$ cat src/sv/mva_mul.sv
// ----------------------------------------------------------------------------
// Pipelined unsigned multiplier
// Consumes one digit of the b operand per stage, with one registered stage per digit.
// ----------------------------------------------------------------------------
module mva_mul #(
  parameter int unsigned A_W   = 8,
  parameter int unsigned B_W   = 8,
  parameter int unsigned DIG_W = 8
) (
  input  logic                 clk,
  input  logic [A_W-1:0]       a,
  input  logic [B_W-1:0]       b,
  output logic [A_W+B_W-1:0]   p
);

  localparam int unsigned STAGES = (B_W + DIG_W - 1) / DIG_W;
  localparam int unsigned BP_W   = STAGES * DIG_W;
  localparam int unsigned P_W    = A_W + B_W;

  logic [A_W-1:0]  a_r   [STAGES];
  logic [BP_W-1:0] b_r   [STAGES];
  logic [P_W-1:0]  acc_r [STAGES];

  for (genvar k = 0; k < STAGES; k++) begin : g_stage
    logic [A_W-1:0]        a_in;
    logic [BP_W-1:0]       b_in;
    logic [P_W-1:0]        acc_in;
    logic [A_W+DIG_W-1:0]  part;
    logic [P_W+BP_W-1:0]   part_sh;

    if (k == 0) begin : g_head
      assign a_in   = a;
      assign b_in   = BP_W'(b);
      assign acc_in = '0;
    end else begin : g_link
      assign a_in   = a_r[k-1];
      assign b_in   = b_r[k-1];
      assign acc_in = acc_r[k-1];
    end

    assign part    = (A_W+DIG_W)'(a_in) * (A_W+DIG_W)'(b_in[k*DIG_W +: DIG_W]);
    // Partial sums never exceed the final product, so the top bits can go.
    assign part_sh = (P_W+BP_W)'(part) << (k * DIG_W);

    always_ff @(posedge clk) begin
      a_r[k]   <= a_in;
      b_r[k]   <= b_in;
      acc_r[k] <= acc_in + part_sh[P_W-1:0];
    end
  end

  assign p = acc_r[STAGES-1];

endmodule

$ cat config.mk
export PLATFORM = sky130hd
export DESIGN_NAME = mva_mul
export DESIGN_NICKNAME = d
export VERILOG_FILES = /design/src/sv/mva_mul.sv
export SDC_FILE = /design/constraint.sdc
export NUM_CORES = 1
export LEC_CHECK = 0
export ABC_AREA = 1
export BUFFER_PORTS_ARGS = -buffer_cell sky130_fd_sc_hd__clkbuf_2
export CAP_MARGIN = 20
export CORE_UTILIZATION = 33
export DETAILED_ROUTE_END_ITERATION = 8
export HOLD_SLACK_MARGIN = 0.08
export PLACE_DENSITY = 0.52
export SYNTH_ARGS = -nofsm -noshare
export SYNTH_HDL_FRONTEND = slang
export SYNTH_SLANG_ARGS = --single-unit
$ cat constraint.sdc
create_clock -name clk -period 4.67 [get_ports clk]
set_clock_uncertainty 0.05 [all_clocks]
set_input_delay 0.467 -clock clk [delete_from_list [all_inputs] [get_ports clk]]
set_output_delay 0.467 -clock clk [all_outputs]
set_load 0.02 [all_outputs]
# Word-level counts from Yosys, hierarchy flattened
# Memory sizes are Yosys's and may differ from the RTL's.
# Cells that the tools add are included.
dict set report classes {
  div 0
  add_sub_neg 0
  n_reduce_logical 0
  n_eq_ne 0
  magnitude_cmp 0
  mux 0
  shift 0
  bitwise 0
  multipliers 1
}
# op count
set ops {}
lappend ops {{multiplier 8 x 8 -> 16 bit} 1}
dict set report totals {
  regBits 0
  out_inout_bits 16
  romBits 0
  latch_bits 0
  mem_bits_rw 16
  elab_cells 2
  mem_count 1
  input_bits 17
}
# memory depth width rd rd_clocked_by_memory_dff write_ports line_no
set mem_list {}
lappend mem_list {acc_r 1 16 1 0 1 22} ;# logic [P_W-1:0] acc_r [STAGES];

# Depth between registers and ports, before layout
# Gate-level depths: netlist (run 1).
dict set report depth {
  depth_word 1
  ltp_mapped 20
  depth_no_buf 19
}

# Least setup slack after synthesis (run 1)
# Ideal clock, no wire load.
dict set report synth_timing {
  path_type {input to register}
  start {input b[7]}
  end {memory acc_r[0][14] (netlist name)}
  path_buffers 1
  required_time_ps 4507
  setup_slack_ps 701
  arrival_ps 3806
  stages 18
  setup_time_ps 113
  cell_sequence {clkbuf_1 -> nand2_1 -> fa_1 -> fa_1 -> inv_1 -> fa_1 -> inv_1 -> fa_1 -> inv_1 -> ha_1 -> nand2_1 -> nand2_1 -> nand2_1 -> nand2_1 -> nand2_1 -> nand3_1 -> nand2_1 -> nand2_1}
}
dict set report synth_via {
  elab_chain_len 1
}
# element line_no
set synth_rtl {}
lappend synth_rtl {{start, declared} 12} ;# input logic [B_W-1:0] b,
lappend synth_rtl {{multiplier 8 x 8 -> 16 bit} 41} ;# assign part = (A_W+DIG_W)'(a_in) * (A_W+DIG_W)'(b_in[k*DIG_W +: DIG_W]);
lappend synth_rtl {{named net g_stage[0].part[14]} 28} ;# logic [A_W+DIG_W-1:0] part;
lappend synth_rtl {{end, declared} 22}
# The timed path passes the listed nets, and every way through them passes these cells.

# Final worst setup path (run 1)
dict set report layout_timing {
  start {input a[3]}
  end {memory acc_r[0][14] (netlist name)}
}
dict set report layout_via {
  elab_chain_len 1
}
# element line_no
set layout_rtl {}
lappend layout_rtl {{start, declared} 11} ;# input logic [A_W-1:0] a,
lappend layout_rtl {{multiplier 8 x 8 -> 16 bit} 41}
lappend layout_rtl {{named net g_stage[0].part[14]} 28}
# The timed path passes the listed nets, and every way through them passes these cells.

==> summary.md, run 1 <==
| Metric | Value |
|---|---|
| Run status | `finished, final reports clean` |
| Die span in x | `92.90 um` |
| TritonRoute pass-1 iters | `6` |
| P per Cell Area | `413.4 nW/um2` |
| Vias | `2188` |
| Final hold vios | `0` |
| Ant. Diodes | `0` |
| CP Capture Type | `flip-flop` |
| Mapped Cells | `391` |
| Final WL | `5364 um` |
| CP max-delay cell | `fa_1` |
| Initial Util | `34.74%` |
| Final setup fails | `0` |
| YS warnings | `0` |
| Routability congestion estimate | `0.8334` |
| VDD IR max | `156.5 uV` |
| Regs by FF count | `acc_r (16)` |
| Final #Nets | `501` |
| CP Data Required Time | `4.77 ns` |
| Worst slew margin | `85.53%` |
| H-tree lvl count | `1` |
| Post-DP Area | `2954 um2` |
| Commonest non-fill, non-tap cell in the layout | `inv_1` |
| Most frequent cells in the layout | `inv_1 (123), nand2_1 (122), fa_1 (36), ha_1 (36), clkbuf_2 (32)` |
| Residual DRC | `0` |
| TritonCTS clock tree | `built` |
| Tot GR Track Use | `14.55%` |
| Hold crit path type | `in -> reg` |
| Worst Max-Slew Pin Slew | `0.2170 ns` |
| Synth area leaders | `fa_1 (26%), inv_1 (17%), nand2_1 (17%)` |
| Post-Layout Inst Area | `3009 um2` |
| Post-synthesis sequential area ratio | `11.75%` |
| Mean Syn Cell Area | `6.973 um2` |
| Cts hold-fix bufs | `0` |
| Kind of critical path | `in -> reg` |
| Largest net degree at the start of global routing | `10` |
| Hold Crit Start | `b[0]` |
| Initial antenna violation count | `0` |
| Critical Path Source Type | `input port` |
| Top cell type's share of synthesized area | `26.43%` |
| Delay-heaviest family, CP | `adder cells` |
| Max Clk Rate | `0.2598 GHz` |
| First-pass GRT wire length | `9970 um` |
| Crit Path Max Fanout | `8` |
| Max reg flops | `16` |
| Post_cts resized | `0` |
| Final worst-path cycle share | `82.43%` |
| Arrival @ worst endpoint | `3.95 ns` |
| Flops & latches, synth | `16` |
| # fillers | `882` |
| Maximum clock path buffer count | `2` |
| Post-Place Cells | `509` |
| Multi-input logic area | `1873 um2` |
| Syn nets | `480` |
| Iteration-0 DRC Markers | `69` |
| Vias in the first global route | `2252` |
| Clock transition at the registers of the reported paths | `0.06 ns` |
| Yosys top cell by area | `fa_1` |
| # rows | `32` |
| RSZ-0062 raised after global routing | `false` |
| Leak | `0.002061 uW` |
| Slew Viols, Final | `0` |
| Congestion Overflow GR | `0` |
| Setup bufs post-CTS | `0` |
| CTS Sinks | `16` |
| Biggest register | `acc_r` |
| Crit path from | `a[3]` |
| Drt wl/cell | `10.46 um` |
| Area growth syn-to-layout | `10.37%` |
| IO Port Bufs | `32` |
| Ports | `33` |
| Synthesized area | `2726 um2` |
| Die area | `8629 um2` |
| Via density | `4.265` |
| Critical-path cell list | `clkbuf_2 > nand2_1 > inv_1 > fa_1 > inv_1 > fa_1 > inv_1 > fa_1 > inv_1 > fa_1 > inv_1 > ha_1 > nand2_1 > nand2_1 > nand2_1 > nand2_1 > nand2_1 > nand3_1 > nand2_1 > nand2_1` |
| Clock buffer count from CTS | `3` |
| Largest stage delay on the critical path | `0.53 ns` |
| Root buffer cell | `clkbuf_8` |
| Buf/Inv on CP | `6` |
| Post-Layout Cell Count | `513` |
| Area of the core | `7848 um2` |
| Share of layout cells above drive strength 1 | `11.68%` |
| Most common cell on crit path | `nand2_1` |
| Post-route ant nets | `0` |
| TNS Setup | `0 ns` |
| Die Ht | `92.90 um` |
| Reg area | `320.3 um2` |
| Crit path time final | `3.850 ns` |
| # Max-Cap Violations | `0` |
| Yosys cell types | `16` |
| Post-DP HPWL | `4719 um` |
[cell usage after synthesis (all sizes together)]
library cell,instances
inv,126
nand2,126
fa,36
ha,36
clkbuf,16
dfxtp,16
nand3,12
nor2,7
xor2,6
nand4,5
a21oi,4
xnor2,1
[routing by layer]
| metal | global-route usage (%) | part of all wire, % | wire length (um) | vias up |
|---|---|---|---|---|
| li1 | - | - | - | 1137 |
| met1 | 18.13 | 48 | 2550 | 1018 |
| met2 | 26.84 | 49 | 2633 | 29 |
| met3 | 1.970 | 2.8 | 150 | 4 |
| met4 | 2.308 | 0.58 | 31 | 0 |
| met5 | 0 | 0 | 0 | - |
[kinds of logic after synthesis]
family | share of synthesized area [%]
adders and majority gates | 42.96
AOI/OAI and AO/OA | 0.7343
buffers and inverters | 19.55
xor gates and xnor gates | 2.249
and+or+nand+nor | 22.76
DFF | 11.75
[area by class of cell]
class	count	share of cell area [%]
Multi-Input combinational cell	233	62.25
Timing Repair Buffer	32	5.322
Inverter	126	15.72
Sequential cell	16	10.64
Tap cell	102	4.241
Clock buffer	4	1.830
[report_power, final]
part	internal [uW]	switching, uW	leakage, uW
logic	330	577	0.00190
clock network	74.8	47.2	0.0000288
registers	201	13.4	0.000135
total	606	638	0.00206
[stage by stage]
step	total power (uW)	setup WS [ns]	utilization (%)	hold slack, ns
3_3_place_gp	1136	0.5509	37.64	0.7497
6_report	1244	0.8203	38.35	0.4778
4_1_cts	1273	0.7889	38.35	0.4664
2_1_floorplan	921.5	0.7013	-	0.7116
3_5_place_dp	1138	0.5229	37.64	0.7408
5_1_grt	1435	0.5935	38.35	0.5011
[worst paths after layout]
kind / to / slack [ns] / cells after the start
min: acc_r[0][0]$_DFF_P_ / 0.48 / 3
max: acc_r[0][14]$_DFF_P_ / 0.82 / 20
No activity file was read; power rests on OpenSTA's default activity.
==> run 2, diff against run 1 <==
- ABC_AREA: 1 -> 0
- PLACE_DENSITY: 0.52 -> 0.54
- clock period: 4.67 -> 3.2 ns (I/O delays scaled with it)
==> run 2 against run 1 <==
The flow now finishes with violations (negative setup slack). Power is 78% higher. Die area is 11% lower. Via count is 11% lower. Sequential power is 46% higher. Flip-flop and latch count stayed put. Critical path type unchanged. Area after synthesis is 11% lower.
==> summary.md, run 2 <==
| Metric | Value |
|---|---|
| Maximum clock path buffer count | `2 (unchanged)` |
| Post-synthesis sequential area ratio | `13.20% (+1.4 points)` |
| Post-DP HPWL | `4417 um (-6.4%)` |
| Post-Place Cells | `434 (-15%)` |
| Tot GR Track Use | `15.20% (+0.65 points)` |
| # rows | `30 (-6.3%)` |
| Critical-path cell list | `buf_8 > and2_4 > fa_1 > inv_1 > fa_2 > inv_2 > fa_1 > inv_1 > fa_1 > inv_2 > ha_4 > and2_4 > a221oi_4 > nand2_2 > buf_6 > xor2_2` |
| VDD IR max | `352.0 uV (+120%)` |
| CTS Sinks | `16 (unchanged)` |
| Congestion Overflow GR | `0 (unchanged)` |
| Final core occ | `48.14% (+9.8 points)` |
| Die Ht | `87.77 um (-5.5%)` |
| Ports | `33 (unchanged)` |
| Clock buffer count from CTS | `3 (unchanged)` |
| Iteration-0 DRC Markers | `29 (-58%)` |
| Final setup fails | `9 (+9)` |
| Vias | `1958 (-11%)` |
| Area of the core | `6944 um2 (-12%)` |
| Final hold vios | `0 (unchanged)` |
| Synthesized area | `2427 um2 (-11%)` |
| CP max-delay cell | `fa_1` |
| Hold crit path type | `in -> reg` |
| Syn nets | `348 (-28%)` |
| Slew Viols, Final | `0 (unchanged)` |
| CP Data Required Time | `3.29 ns (-1.48 ns)` |
| Largest net degree at the start of global routing | `9 (-1)` |
| Worst Max-Slew Pin Slew | `0.4499 ns (+0.2329 ns)` |
| Max Clk Rate | `0.2716 GHz` |
| Initial Util | `34.95% (+0.21 points)` |
| Area growth syn-to-layout | `37.73%` |
| Main synth FF type | `dfxtp_1` |
| Final #Nets | `434 (-13%)` |
| Crit Path Max Fanout | `5 (-3)` |
| Delay-heaviest family, CP | `adder cells` |
| Flops & latches, synth | `16 (unchanged)` |
| Post-Layout Cell Count | `439 (-14%)` |
| Share of layout cells above drive strength 1 | `37.61% (+26 points)` |
| Residual DRC | `0 (unchanged)` |
| Commonest non-fill, non-tap cell in the layout | `buf_4` |
| YS warnings | `0 (unchanged)` |
| Critical Path Source Type | `input port` |
| Max reg flops | `16 (unchanged)` |
| Die span in x | `87.77 um (-5.5%)` |
| RSZ-0062 raised after global routing | `true` |
| Post-route ant nets | `0 (unchanged)` |
| Net Sw Frac | `42.27% (-9.0 points)` |
| H-tree lvl count | `1 (unchanged)` |
| Net Switching | `934.3 uW (+46%)` |
| Sequential power share | `14.2% (-3.0 points)` |
| Regs by FF count | `acc_r (16)` |
| Most common cell on crit path | `fa_1` |
| Top cell type's share of synthesized area | `29.69% (+3.3 points)` |
| Final WL | `4976 um (-7.2%)` |
| Mapped Cells | `259 (-34%)` |
| TNS Setup | `-3.185 ns (-3.185 ns)` |
| Total internal power | `1276 uW (+110%)` |
| Clock power share | `6.6% (-3.2 points)` |
| First-pass GRT wire length | `9280 um (-6.9%)` |
| Most frequent cells in the layout | `buf_4 (48), inv_1 (43), and2_1 (43)` |
| Vias in the first global route | `2207 (-2.0%)` |
| TritonRoute pass-1 iters | `4 (-2)` |
| Count leader, synth | `inv_1` |
| Clock transition at the registers of the reported paths | `0.06 ns (about the same)` |
| Kind of critical path | `in -> reg` |
| # fillers | `674 (-24%)` |
| Top cells by count, synth | `inv_1 (49), and2_1 (47), fa_1 (36), ha_1 (36), nand2_1 (23)` |
| Leak | `0.001730 uW (-16%)` |
| Violations in the final reports | `negative setup slack` |
| Worst slew margin | `69.62% (-16 points)` |
| # Max-Cap Violations | `0 (unchanged)` |
| Combinational fraction of design power | `79.2% (+6.2 points)` |
| P per Cell Area | `661.1 nW/um2 (+60%)` |
| Buf/Inv on CP | `6 (unchanged)` |
| Mean Syn Cell Area | `9.372 um2 (+34%)` |
| Fraction of registers with async set/reset | `0% (unchanged)` |
| Die area | `7703 um2 (-11%)` |
| Final worst-path cycle share | `115.1%` |
| Biggest register | `acc_r` |
| Run status | `finished, violations left` |
| Synth area leaders | `fa_1 (30%), ha_1 (19%), dfxtp_1 (13%)` |
| TritonCTS clock tree | `built` |
| Post-synth EDFFs | `0 (unchanged)` |
| Root buffer cell | `clkbuf_8` |
| IO Port Bufs | `32 (unchanged)` |
| Routability congestion estimate | `0.7925 (-4.9%)` |
| Yosys cell types | `29 (+13)` |
| CP Capture Type | `flip-flop` |
| Initial antenna violation count | `0 (unchanged)` |
| Drt wl/cell | `11.33 um (+8.4%)` |
| Ant. Diodes | `0 (unchanged)` |
| Largest stage delay on the critical path | `0.52 ns (about the same)` |
| Yosys top cell by area | `fa_1` |
| Via density | `4.460 (+4.6%)` |
| Crit path time final | `3.682 ns` |
| Final worst slack | `-0.4820 ns (-1.302 ns)` |
| Arrival @ worst endpoint | `3.77 ns (-0.18 ns)` |
run 2: area by class of cell:
class	instances	area, um2	area share [%]
flip-flops and latches	16	320.3	9.581
inverters	49	183.9	5.501
well taps	96	120.1	3.593
clock buffers	3	41.29	1.235
repair buffers	81	575.6	17.22
multi-input cells	194	2102	62.87
run 2: final timing paths:
path / startpoint / end / slack [ns] / depth (start not counted)
max: b[2] / acc_r[0][9]$_DFF_P_ / -0.48 / 16
min: b[0] / acc_r[0][0]$_DFF_P_ / 0.33 / 2
run 2: stage by stage:
step / worst slack (ns) / total power [uW] / instance area [um2] / hold slack (ns)
after floorplan: -0.4781 / 1379 / 2492 / 0.3917
after global placement: -0.8059 / 1879 / 3126 / 0.5879
after detailed placement: -0.8240 / 1886 / 3126 / 0.5860
after CTS: -0.4897 / 2179 / 3282 / 0.3289
after global routing: -0.6132 / 2477 / 3343 / 0.3441
final: -0.4820 / 2210 / 3343 / 0.3323
run 2: metal layers:
| layer | GRT usage [%] | part of all wire, % | vias up |
|---|---|---|---|
| li1 | - | - | 981 |
| met1 | 17.78 | 45 | 954 |
| met2 | 29.74 | 52 | 21 |
| met3 | 2.168 | 2.4 | 2 |
| met4 | 1.937 | 0.38 | 0 |
| met5 | 0 | 0 | - |
run 2: power groups by stage:
stage	sequential [uW]	combinational (uW)	clock (uW)
2_1_floorplan	425	955	0
3_3_place_gp	320	1560	0
3_5_place_dp	319	1570	0
4_1_cts	315	1710	154
5_1_grt	321	1990	162
6_report	313	1750	146
run 2: cells by family after synthesis:
logic type	share of synthesized area, %
xor+xnor	3.969
simple gates	19.95
buf+inv	7.577
flops	13.20
compound gates	7.062
fa+ha+maj	48.25
run 2: what timing repair did:
| action | in CTS | in global routing |
|---|---|---|
| setup buffers | 2 | 0 |
| pin swaps | 25 | 5 |
| resized for setup | 23 | 21 |
| hold buffers | 0 | 0 |
| setup endpoints to repair | 10 | 10 |
==> run 3, diff against run 2 <==
- CELL_PAD_IN_SITES_DETAIL_PLACEMENT: default -> 1
- CELL_PAD_IN_SITES_GLOBAL_PLACEMENT: default -> 1
- PLACE_DENSITY: 0.54 -> 0.67
==> run 3 against run 2 <==
The flow still finishes with violations (negative setup slack). Sequential power barely moved. Final cell count stayed put. Sequential share of layout area is 0.26 points lower. Utilization is 1.4 points higher. Power increased by 7.4%.
==> summary.md, run 3 (synthesized netlist as in run 2, its figures left out) <==
| Metric | Value |
|---|---|
| Critical-path cell list | `clkbuf_16 > and2_4 > fa_1 > inv_2 > fa_2 > inv_2 > fa_1 > inv_1 > fa_1 > inv_2 > ha_4 > and2_4 > a221oi_4 > nand3_2 > and3_4 > a211oi_2` |
| Regs by FF count | `acc_r (16)` |
| Area of the core | `6944 um2 (unchanged)` |
| Final setup fails | `9 (unchanged)` |
| Delay-heaviest family, CP | `adder cells` |
| # rows | `30 (unchanged)` |
| Max reg flops | `16 (unchanged)` |
| Buf/Inv on CP | `5 (-1)` |
| Die Ht | `87.77 um (unchanged)` |
| Ports | `33 (unchanged)` |
| Vias in the first global route | `2150 (-2.6%)` |
| Clock buffer count from CTS | `3 (unchanged)` |
| Root buffer cell | `clkbuf_8` |
| Crit path time final | `3.737 ns (+0.05531 ns)` |
| VDD IR max | `280.9 uV (-20%)` |
| CTS Sinks | `16 (unchanged)` |
| Iteration-0 DRC Markers | `29 (unchanged)` |
| Slew Viols, Final | `0 (unchanged)` |
| TritonRoute pass-1 iters | `4 (unchanged)` |
| Maximum clock path buffer count | `2 (unchanged)` |
| Post-DP Area | `3073 um2 (-1.7%)` |
| Worst slew margin | `72.61% (+3.0 points)` |
| Congestion Overflow GR | `0 (unchanged)` |
| WP depth | `16 (unchanged)` |
| Hold crit path type | `in -> reg` |
| TritonCTS clock tree | `built` |
| Cts hold-fix bufs | `0 (unchanged)` |
| H-tree lvl count | `1 (unchanged)` |
| Initial antenna violation count | `0 (unchanged)` |
| RSZ-0062 raised after global routing | `true` |
| Routability congestion estimate | `0.8670 (+9.4%)` |
| Final WL | `6026 um (+21%)` |
| Residual DRC | `0 (unchanged)` |
| Area growth syn-to-layout | `41.65%` |
| Die area | `7703 um2 (unchanged)` |
| Critical Path Source Type | `input port` |
| Final hold vios | `0 (unchanged)` |
| Hold depth | `3 (+1)` |
| Commonest non-fill, non-tap cell in the layout | `buf_4` |
| Post-Layout Inst Area | `3438 um2 (+2.8%)` |
| Tot GR Track Use | `16.79% (+1.6 points)` |
| Final worst slack | `-0.5374 ns (-0.05531 ns)` |
| Vias | `2024 (+3.4%)` |
| Initial Util | `34.95% (unchanged)` |
| Clock transition at the registers of the reported paths | `0.08 ns (+0.02 ns)` |
| CP Data Required Time | `3.32 ns (+0.03 ns)` |
| CP max-delay cell | `fa_1` |
| Post-DP HPWL | `5116 um (+16%)` |
| Ant. Diodes | `0 (unchanged)` |
| Largest net degree at the start of global routing | `10 (+1)` |
| Die span in x | `87.77 um (unchanged)` |
| Post-route ant nets | `0 (unchanged)` |
| # Max-Cap Violations | `0 (unchanged)` |
| Final worst-path cycle share | `116.8% (+1.7 points)` |
| Violations in the final reports | `negative setup slack` |
| Hold Crit Start | `a[0]` |
| Most frequent cells in the layout | `buf_4 (45), inv_1 (43), and2_1 (38)` |
| Final #Nets | `433 (-0.23%)` |
| Final core occ | `49.51% (+1.4 points)` |
| Post-Place Cells | `427 (-1.6%)` |
| Worst Max-Slew Pin Slew | `0.4057 ns (-0.04426 ns)` |
| CP Capture Type | `flip-flop` |
| Post-Layout Cell Count | `439 (unchanged)` |
| Arrival @ worst endpoint | `3.86 ns (+0.09 ns)` |
| Max Clk Rate | `0.2676 GHz (-1.5%)` |
| Drt wl/cell | `13.73 um (+21%)` |
| Leak | `0.001771 uW (+2.3%)` |
| P per Cell Area | `690.2 nW/um2 (+4.4%)` |
| Run status | `finished, violations left` |
| Pre-CTS setup slack | `-0.8932 ns (-0.06918 ns)` |
| Hold endpoint | `acc_r[0][0]$_DFF_P_` |
| Share of layout cells above drive strength 1 | `38.48% (+0.87 points)` |
| Min Hold Slack | `0.3755 ns (+0.04317 ns)` |
| First-pass GRT wire length | `9894 um (+6.6%)` |
| Via density | `4.610 (+3.4%)` |
| Biggest register | `acc_r` |
| IO Port Bufs | `32 (unchanged)` |
| Largest stage delay on the critical path | `0.54 ns (+0.02 ns)` |
| Kind of critical path | `in -> reg` |
| Crit Path Max Fanout | `7 (+2)` |
==> run 3: through the flow <==
step           TNS, ns  power (uW)
6_report        -3.662        2373
5_1_grt         -4.673        2589
4_1_cts         -3.599        2285
3_5_place_dp    -6.941        1937
3_3_place_gp    -6.237        1876
2_1_floorplan   -3.019        1379
==> run 3: repair_timing <==
| action | CTS | global route |
|---|---|---|
| pin swaps | 29 | 23 |
| setup endpoints to repair | 10 | 10 |
| resized for setup | 35 | 29 |
| buffers inserted | 4 | 4 |
==> run 3: worst max path at each step <==
stage	slack, ns	end	start
after floorplan	-0.48	acc_r[0][11]$_DFF_P_	a[5]
after global placement	-0.78	acc_r[0][11]$_DFF_P_	a[1]
after detailed placement	-0.89	acc_r[0][11]$_DFF_P_	a[1]
after CTS	-0.53	acc_r[0][15]$_DFF_P_	a[5]
after global routing	-0.69	acc_r[0][15]$_DFF_P_	b[2]
final	-0.54	acc_r[0][15]$_DFF_P_	b[2]
==> run 3: cell type report <==
type                       count  area, um2
clock buffer                   4      55.05
fill                         814       3506
inverter                      49      183.9
multi-input combinational    194       2142
sequential                    16      320.3
tap                           96      120.1
timing repair buffer          80      616.8
==> run 3: report_power, final <==
group,switching (uW),total (uW),leakage (uW),internal (uW)
clock,81.1,190,0.0000288,109
sequential,18.9,312,0.000134,293
combinational,906,1870,0.00161,964
==> run 3: metal layers <==
| layer | vias to the layer above | track usage [%] | wire length [um] |
|---|---|---|---|
| li1 | 979 | - | - |
| met1 | 1023 | 19.43 | 2458 |
| met2 | 20 | 33.40 | 3442 |
| met3 | 2 | 1.979 | 104 |
| met4 | 0 | 2.235 | 21 |
| met5 | - | 0 | 0 |
